$ cat src/rtl/core/swsp_pkg.sv
// shared constants and types of the single-wire sensor pulse receiver
package swsp_pkg;

  localparam int FRAME_BITS  = 40;
  localparam int BIT_COUNT_W = 6;
  localparam int ADDR_W      = 4;
  localparam int DATA_W      = 32;

  // action codes of an input item
  localparam logic [1:0] ACT_START  = 2'd0;
  localparam logic [1:0] ACT_EDGE   = 2'd1;
  localparam logic [1:0] ACT_FINISH = 2'd2;

  // result status codes
  localparam logic [1:0] STATUS_OK         = 2'd0;
  localparam logic [1:0] STATUS_BAD_SUM    = 2'd1;
  localparam logic [1:0] STATUS_PULSE_ERR  = 2'd2;
  localparam logic [1:0] STATUS_INCOMPLETE = 2'd3;

  // register indexes, taken from paddr[3:2]
  localparam logic [1:0] REG_PRE_BIT  = 2'd0;
  localparam logic [1:0] REG_ZERO_MAX = 2'd1;
  localparam logic [1:0] REG_ONE_MAX  = 2'd2;

  localparam logic [7:0] PRE_BIT_RESET  = 8'd50;
  localparam logic [7:0] ZERO_MAX_RESET = 8'd38;
  localparam logic [7:0] ONE_MAX_RESET  = 8'd80;

  typedef struct packed {
    logic [1:0] status;
    logic [7:0] humid_whole;
    logic [7:0] humid_frac;
    logic [7:0] temp_whole;
    logic [7:0] temp_frac;
    logic [7:0] sum_received;
    logic [7:0] sum_computed;
  } result_t;

endpackage

$ cat src/rtl/core/single_wire_sensor_pulse_receiver.sv
// single-wire sensor pulse receiver: decodes a 40-bit humidity/temperature frame
//
//   channel  direction  handshake            payload
//   in       inbound    in_valid / in_stall  action, edge_time_us, late_level
//   out      outbound   out_valid / out_stall status, five frame bytes, sum_computed
//   cfg      inbound    apb write / read     pre_bit_delay_us, zero_max_us, one_max_us
//
// one item is taken every cycle while in_stall is low; its result, if any, is
// registered. the decode is a subtract, two limit adds, two compares, a bit set
// and the checksum sum between the state registers and the result register.
// a one-entry skid stage behind the result register absorbs a result while out is
// stalled; in_stall rises only while that skid entry is full.
// rst is synchronous: phase idle, empty frame, both result stages empty, config registers back to defaults.
module single_wire_sensor_pulse_receiver (
  input  logic                        clk,
  input  logic                        rst,
  // input items
  input  logic                        in_valid,
  output logic                        in_stall,
  input  logic [1:0]                  action,
  input  logic [31:0]                 edge_time_us,
  input  logic                        late_level,
  // result items
  output logic                        out_valid,
  input  logic                        out_stall,
  output logic [1:0]                  status,
  output logic [7:0]                  humid_whole,
  output logic [7:0]                  humid_frac,
  output logic [7:0]                  temp_whole,
  output logic [7:0]                  temp_frac,
  output logic [7:0]                  sum_received,
  output logic [7:0]                  sum_computed,
  // configuration
  input  logic                        psel,
  input  logic                        penable,
  input  logic                        pwrite,
  input  logic [swsp_pkg::ADDR_W-1:0] paddr,
  input  logic [swsp_pkg::DATA_W-1:0] pwdata,
  output logic [swsp_pkg::DATA_W-1:0] prdata,
  output logic                        pready
);

  typedef enum logic [2:0] {
    PH_IDLE,
    PH_ACK1,
    PH_ACK2,
    PH_BITS,
    PH_ERR
  } phase_t;

  phase_t                              phase, phase_next;
  logic [swsp_pkg::BIT_COUNT_W-1:0]    bit_count, bit_count_next;
  logic [31:0]                         last_edge_time, last_edge_time_next;
  logic [swsp_pkg::FRAME_BITS-1:0]     frame_bits, frame_bits_next;

  logic [7:0] pre_bit_delay_us;
  logic [7:0] zero_max_us;
  logic [7:0] one_max_us;

  swsp_pkg::result_t out_res, skid_res, res;
  logic              skid_full;
  logic              res_valid;

  logic        in_fire;
  logic        out_fire;
  logic        cfg_write;
  logic [31:0] gap;
  logic [8:0]  zero_limit;
  logic [8:0]  one_limit;
  logic [swsp_pkg::BIT_COUNT_W-1:0] bit_pos;

  function automatic swsp_pkg::result_t build_result(
    input phase_t                          ph,
    input logic [swsp_pkg::FRAME_BITS-1:0] f
  );
    swsp_pkg::result_t r;
    r.humid_whole  = f[39:32];
    r.humid_frac   = f[31:24];
    r.temp_whole   = f[23:16];
    r.temp_frac    = f[15:8];
    r.sum_received = f[7:0];
    r.sum_computed = 8'(f[39:32] + f[31:24] + f[23:16] + f[15:8]);
    if (ph == PH_ERR) begin
      r.status = swsp_pkg::STATUS_PULSE_ERR;
    end else if (ph != PH_IDLE) begin
      r.status = swsp_pkg::STATUS_INCOMPLETE;
    end else if (r.sum_received == r.sum_computed && r.humid_whole != 8'd0
                 && r.temp_whole != 8'd0) begin
      r.status = swsp_pkg::STATUS_OK;
    end else begin
      r.status = swsp_pkg::STATUS_BAD_SUM;
    end
    return r;
  endfunction

  assign in_stall  = skid_full;
  assign in_fire   = in_valid && !skid_full;
  assign out_fire  = out_valid && !out_stall;
  assign pready    = 1'b1;
  assign cfg_write = psel && penable && pwrite;

  // high time = gap - pre_bit_delay, so compare the gap against delay + limit
  assign gap        = edge_time_us - last_edge_time;
  assign zero_limit = {1'b0, pre_bit_delay_us} + {1'b0, zero_max_us};
  assign one_limit  = {1'b0, pre_bit_delay_us} + {1'b0, one_max_us};
  // frame index bit_count-1 sits at vector position FRAME_BITS-bit_count
  assign bit_pos    = swsp_pkg::BIT_COUNT_W'(swsp_pkg::FRAME_BITS) - bit_count;

  always_comb begin
    phase_next          = phase;
    bit_count_next      = bit_count;
    last_edge_time_next = last_edge_time;
    frame_bits_next     = frame_bits;
    res_valid           = 1'b0;
    if (in_fire) begin
      case (action)
        swsp_pkg::ACT_START: begin
          phase_next          = PH_ACK1;
          bit_count_next      = '0;
          last_edge_time_next = '0;
          frame_bits_next     = '0;
        end
        swsp_pkg::ACT_EDGE: begin
          case (phase)
            PH_ACK1: phase_next = PH_ACK2;
            PH_ACK2: phase_next = PH_BITS;
            PH_BITS: begin
              last_edge_time_next = edge_time_us;
              if (bit_count == '0) begin
                bit_count_next = swsp_pkg::BIT_COUNT_W'(1);
              end else if (gap > {23'd0, one_limit} && gap > {23'd0, zero_limit}) begin
                phase_next = PH_ERR;
                res_valid  = 1'b1;
              end else begin
                if (gap > {23'd0, zero_limit}) begin
                  frame_bits_next[bit_pos] = 1'b1;
                end
                bit_count_next = bit_count + 1'b1;
                if (bit_count == swsp_pkg::BIT_COUNT_W'(swsp_pkg::FRAME_BITS - 1)) begin
                  // last bit comes from the late line sample
                  if (late_level) begin
                    frame_bits_next[0] = 1'b1;
                  end
                  phase_next = PH_IDLE;
                  res_valid  = 1'b1;
                end
              end
            end
            default: ;
          endcase
        end
        swsp_pkg::ACT_FINISH: res_valid = 1'b1;
        default: ;
      endcase
    end
    res = build_result(phase_next, frame_bits_next);
  end

  always_ff @(posedge clk) begin
    if (rst) begin
      phase            <= PH_IDLE;
      bit_count        <= '0;
      last_edge_time   <= '0;
      frame_bits       <= '0;
      out_valid        <= 1'b0;
      skid_full        <= 1'b0;
      pre_bit_delay_us <= swsp_pkg::PRE_BIT_RESET;
      zero_max_us      <= swsp_pkg::ZERO_MAX_RESET;
      one_max_us       <= swsp_pkg::ONE_MAX_RESET;
    end else begin
      phase          <= phase_next;
      bit_count      <= bit_count_next;
      last_edge_time <= last_edge_time_next;
      frame_bits     <= frame_bits_next;

      if (skid_full) begin
        if (out_fire) begin
          out_res   <= skid_res;
          skid_full <= 1'b0;
        end
      end else if (res_valid) begin
        if (!out_valid || out_fire) begin
          out_res   <= res;
          out_valid <= 1'b1;
        end else begin
          skid_res  <= res;
          skid_full <= 1'b1;
        end
      end else if (out_fire) begin
        out_valid <= 1'b0;
      end

      if (cfg_write) begin
        case (paddr[3:2])
          swsp_pkg::REG_PRE_BIT:  pre_bit_delay_us <= pwdata[7:0];
          swsp_pkg::REG_ZERO_MAX: zero_max_us      <= pwdata[7:0];
          swsp_pkg::REG_ONE_MAX:  one_max_us       <= pwdata[7:0];
          default: ;
        endcase
      end
    end
  end

  always_comb begin
    case (paddr[3:2])
      swsp_pkg::REG_PRE_BIT:  prdata = {24'd0, pre_bit_delay_us};
      swsp_pkg::REG_ZERO_MAX: prdata = {24'd0, zero_max_us};
      swsp_pkg::REG_ONE_MAX:  prdata = {24'd0, one_max_us};
      default:                prdata = '0;
    endcase
  end

  assign status       = out_res.status;
  assign humid_whole  = out_res.humid_whole;
  assign humid_frac   = out_res.humid_frac;
  assign temp_whole   = out_res.temp_whole;
  assign temp_frac    = out_res.temp_frac;
  assign sum_received = out_res.sum_received;
  assign sum_computed = out_res.sum_computed;

endmodule

$ cat config.mk
export PLATFORM = sky130hd
export DESIGN_NAME = single_wire_sensor_pulse_receiver
export DESIGN_NICKNAME = d
export VERILOG_FILES = /design/src/rtl/core/swsp_pkg.sv /design/src/rtl/core/single_wire_sensor_pulse_receiver.sv
export SDC_FILE = /design/constraint.sdc
export NUM_CORES = 1
export LEC_CHECK = 0
export BUFFER_PORTS_ARGS = -buffer_cell sky130_fd_sc_hd__buf_2
export CAP_MARGIN = 20
export CORE_ASPECT_RATIO = 1.1
export CORE_MARGIN = 10
export CORE_UTILIZATION = 40
export CTS_CLUSTER_DIAMETER = 30
export CTS_CLUSTER_SIZE = 24
export DETAILED_ROUTE_END_ITERATION = 6
export PLACE_DENSITY = 0.66
export RECOVER_POWER = 50
export SETUP_SLACK_MARGIN = 0.4
export SLEW_MARGIN = 15
export SYNTH_ARGS = -nofsm -noshare
export SYNTH_HDL_FRONTEND = slang
export SYNTH_SLANG_ARGS = --single-unit
$ cat constraint.sdc
create_clock -name clk -period 10.9 [get_ports clk]
set_input_delay 1.09 -clock clk [delete_from_list [all_inputs] [get_ports clk]]
set_output_delay 1.09 -clock clk [all_outputs]
set_load 0.01 [all_outputs]
==> reports/qor.tcl <==
set qor(setup_slack_ps) 1384
set qor(gp_routability_congestion) 0.9147
set qor(tritoncts_num_sinks) 207
set qor(synth-seq-area-share) 0.3929
set qor(finalHoldViolations) 0
set qor(crit_fanout) 6
set qor(worst_hold_path_type) {flop to flop}
set qor(finalCritPeriodShare) 0.8730
set qor(synth_ff_type) {dfxtp_1}
set qor(cts_repair_resize_count) 0
set qor(cp_common_cell) {fa_1}
set qor(post_synth_num_cell_types) 98
set qor(grtUsageTotal) 0.1664
set qor(critical_path.max_stage_delay_ps) 730
set qor(routed_wl_um) 34570
set qor(area.growth.synth_to_final_pct) 17.77
set qor(reg2reg_slack_ps) 1710
set qor(timing.max_slew.rel_slack) -1.305
set qor(cts_hold_buf) 0
set qor(synth_largest_area_cell) {edfxtp_1}
set qor(post_synth_instance_area_um2) 13090
set qor(syn_avg_cell_area_um2) 9.118
set qor(utilization) 0.4776
set qor(die_h_um) 209.8
set qor(firstDrtPassIters) 5
set qor(post_synth_main_area_contributors) {edfxtp_1 23%, dfxtp_1 16%, ha_1 7.4%, nand2_1 5.8%, a21oi_1 4.1%}
set qor(p_leak_nw) 5.943
set qor(pwr_density_cell_nw_per_um2) 162.9
set qor(grt_antenna_before_repair) 0
set qor(layout.cells.most_common) {nand2_1}
set qor(number_of_global_route_vias_before_repair) 10490
set qor(floorplan.initialDensity) 0.4055
set qor(synth_edf_count) 100
set qor(slew_viol_final) 108
set qor(num_antenna_cells) 0
set qor(post_synth_xor_area_fraction) 0.02542
set qor(power.total_w) 0.002513
set qor(cts.repair_timing.setup_buffer_count) 0
set qor(grt-ovfl-total) 0
set qor(vias_per_cell) 5.358
set qor(criticalPathCategory) {input pin to flop}
set qor(drive_above_1_share) 0.1436
set qor(finalSetupViolCount) 0
set qor(max_cap_violation_count) 2
set qor(min_delay_path_depth) 2
set qor(clock-skew-final_ps) 37.34
set qor(crit_arrival_ps) 9810
set qor(grt_max_degree) 73
set qor(rsz_0062_raised_after_global_routing) {no}
set qor(preCtsSetupSlack_ps) 1065
set qor(place.detailed.hpwl_um) 25860
set qor(wire_length_of_the_first_global_routing_pass_um) 55060
set qor(synth.area.mux_share) 0.05829
set qor(endpoint_kind) {flop}
set qor(fp.dieArea_um2) 40380
set qor(wl_per_cell_um) 17.22
set qor(critPathRequiredTime_ps) 11200
set qor(postSynth.asyncResetShare) 0
set qor(synth.ff_latch_count) 207
set qor(num-nets-final) 1716
set qor(remaining_drc_errors) 0
set qor(synthCells) 1436
set qor(cts.path.max_buffers) 3
set qor(clock-root-buffer) {clkbuf_16}
set qor(irDropWorstVdd_v) 0.0001172
set qor(width_of_the_chip_um) 192.5
set qor(yosys.area_share.adder) 0.09957
set qor(clk-insertion-delay-late_ps) 570
set qor(synth_warn) 0
set qor(io_buffer_count) 111
set qor(clk_transition_reported_paths_ps) 40
set qor(timing.fmax_ghz) 0.1051
set qor(numCtsBuffers) 46
set qor(antenna_left) 0
set qor(worst_r2r_path_depth) 33
set qor(tns_ps) 0
set qor(cts_tree) {yes}
set qor(number_of_core_rows) 69
set qor(clock_tree.htree_level_count) 2
set qor(complex_gate_fraction_of_the_synthesized_area) 0.1701
set qor(violations) {max-capacitance violations, max-slew violations}
set qor(most_frequent_cells_in_the_layout) {202 x nand2_1, 108 x a21oi_1, 107 x dfxtp_1, 102 x nor2_1, 100 x edfxtp_1}
set qor(ioPinCount) 163
set qor(result_of_the_run) {finished, violations left}
set qor(fin_crit_ps) 9516
set qor(number_of_drc_violations_after_detailed_routing_iteration_0) 593
set qor(core_region_area_um2) 32290
set qor(cpMaxStageDelayCell) {a311oi_1}
set qor(total_number_of_vias) 10750
set qor(yosys.area.top_type_share) 0.2293
set qor(main_combinational_cell_family_by_area_after_synthesis) {simple AND/OR/NAND/NOR gates}
set qor(tightestPinTransition_ps) 3458
set qor(holdWs_ps) 445.3
set qor(cp-start-kind) {input pin}
set qor(post_synthesis_share_of_cell_area_spent_on_and_or_nand_and_nor_gates) 0.1888
-- registers in the layout, summed over array words and instances, names as in the netlist, 6 cells and up --
| name | count |
|---|---|
| last_edge_time | 32 |
| temp_whole | 8 |
| zero_max_us | 8 |
| temp_frac | 8 |
| bit_count | 6 |
| sum_computed | 8 |
| skid_res | 50 |
| humid_frac | 8 |
| pre_bit_delay_us | 8 |
| humid_whole | 8 |
| sum_received | 8 |
| frame_bits | 40 |
| one_max_us | 8 |
-- logic make-up after synthesis --
kind of cell / Yosys count
flip-flops: 207
multiplexers: 71
AND/OR/NAND/NOR: 508
AO/OA/AOI/OAI: 341
other: 2
adder cells (fa/ha/maj): 94
buffers and inverters: 175
XOR/XNOR: 38
-- cells in the mapped netlist (11+ instances only) --
cell type,count
nand2_1,202
a21oi_1,107
dfxtp_1,107
nor2_1,103
edfxtp_1,100
inv_1,86
ha_1,77
o21ai_0,57
clkbuf_1,39
mux2_2,38
nor2b_1,35
mux2i_1,32
o21a_1,30
buf_4,29
xnor2_1,28
nand3_1,27
nor3_1,23
nor4_1,18
fa_1,17
and3_1,16
nand4_1,16
o211ai_1,16
o21bai_1,14
a211o_1,12
o21ai_1,12
a211oi_1,11
a31oi_1,11
nand2b_1,11
-- where the power goes --
part | total [W] | leakage (nW) | internal (W) | switching, W
Clock | 0.00144 | 0.781 | 0.000960 | 0.000477
Combinational | 0.000253 | 3.46 | 0.0000896 | 0.000163
Sequential | 0.000822 | 1.71 | 0.000818 | 0.00000418
-- critical path, delay by kind of cell --
family	cells	cell delay, ps
buffers and inverters	4	310
AND/OR/NAND/NOR	11	2730
XOR/XNOR	2	760
adder cells (fa/ha/maj)	7	2540
AO/OA/AOI/OAI	8	2360
-- cell type report --
| class | count | area [um^2] |
|---|---|---|
| clock buffer | 55 | 1235 |
| timing repair buffer | 122 | 553.0 |
| fill | 3086 | 16870 |
| sequential | 207 | 5145 |
| clock inverter | 30 | 407.9 |
| inverter | 90 | 337.8 |
| tap | 426 | 533.0 |
| multi-input combinational | 1077 | 7209 |
-- per-layer routing --
layer | up-vias | GRT usage | wire length [um]
li1 | 5315 | - | -
met1 | 5033 | 0.1955 | 14200
met2 | 333 | 0.2935 | 17370
met3 | 73 | 0.03317 | 2072
met4 | 0 | 0.05671 | 925
met5 | - | 0 | 0
-- stage by stage --
step,area [um^2],cells
after global placement,13870,1922
after floorplan,13180,1459
after CTS,15510,2007
after global routing,15420,2007
final,15420,2007
after detailed placement,13870,1922
-- path summary, 6_finish.rpt --
path                                     from                              to
min            last_edge_time[5]$_SDFFE_PP0P_  last_edge_time[5]$_SDFFE_PP0P_
max reg2reg  pre_bit_delay_us[1]$_SDFFE_PP1P_             status[0]$_DFFE_PP_
max                           edge_time_us[0]             status[0]$_DFFE_PP_
min reg2reg    last_edge_time[5]$_SDFFE_PP0P_  last_edge_time[5]$_SDFFE_PP0P_
Note: power is estimated with default switching activity, not from simulation.
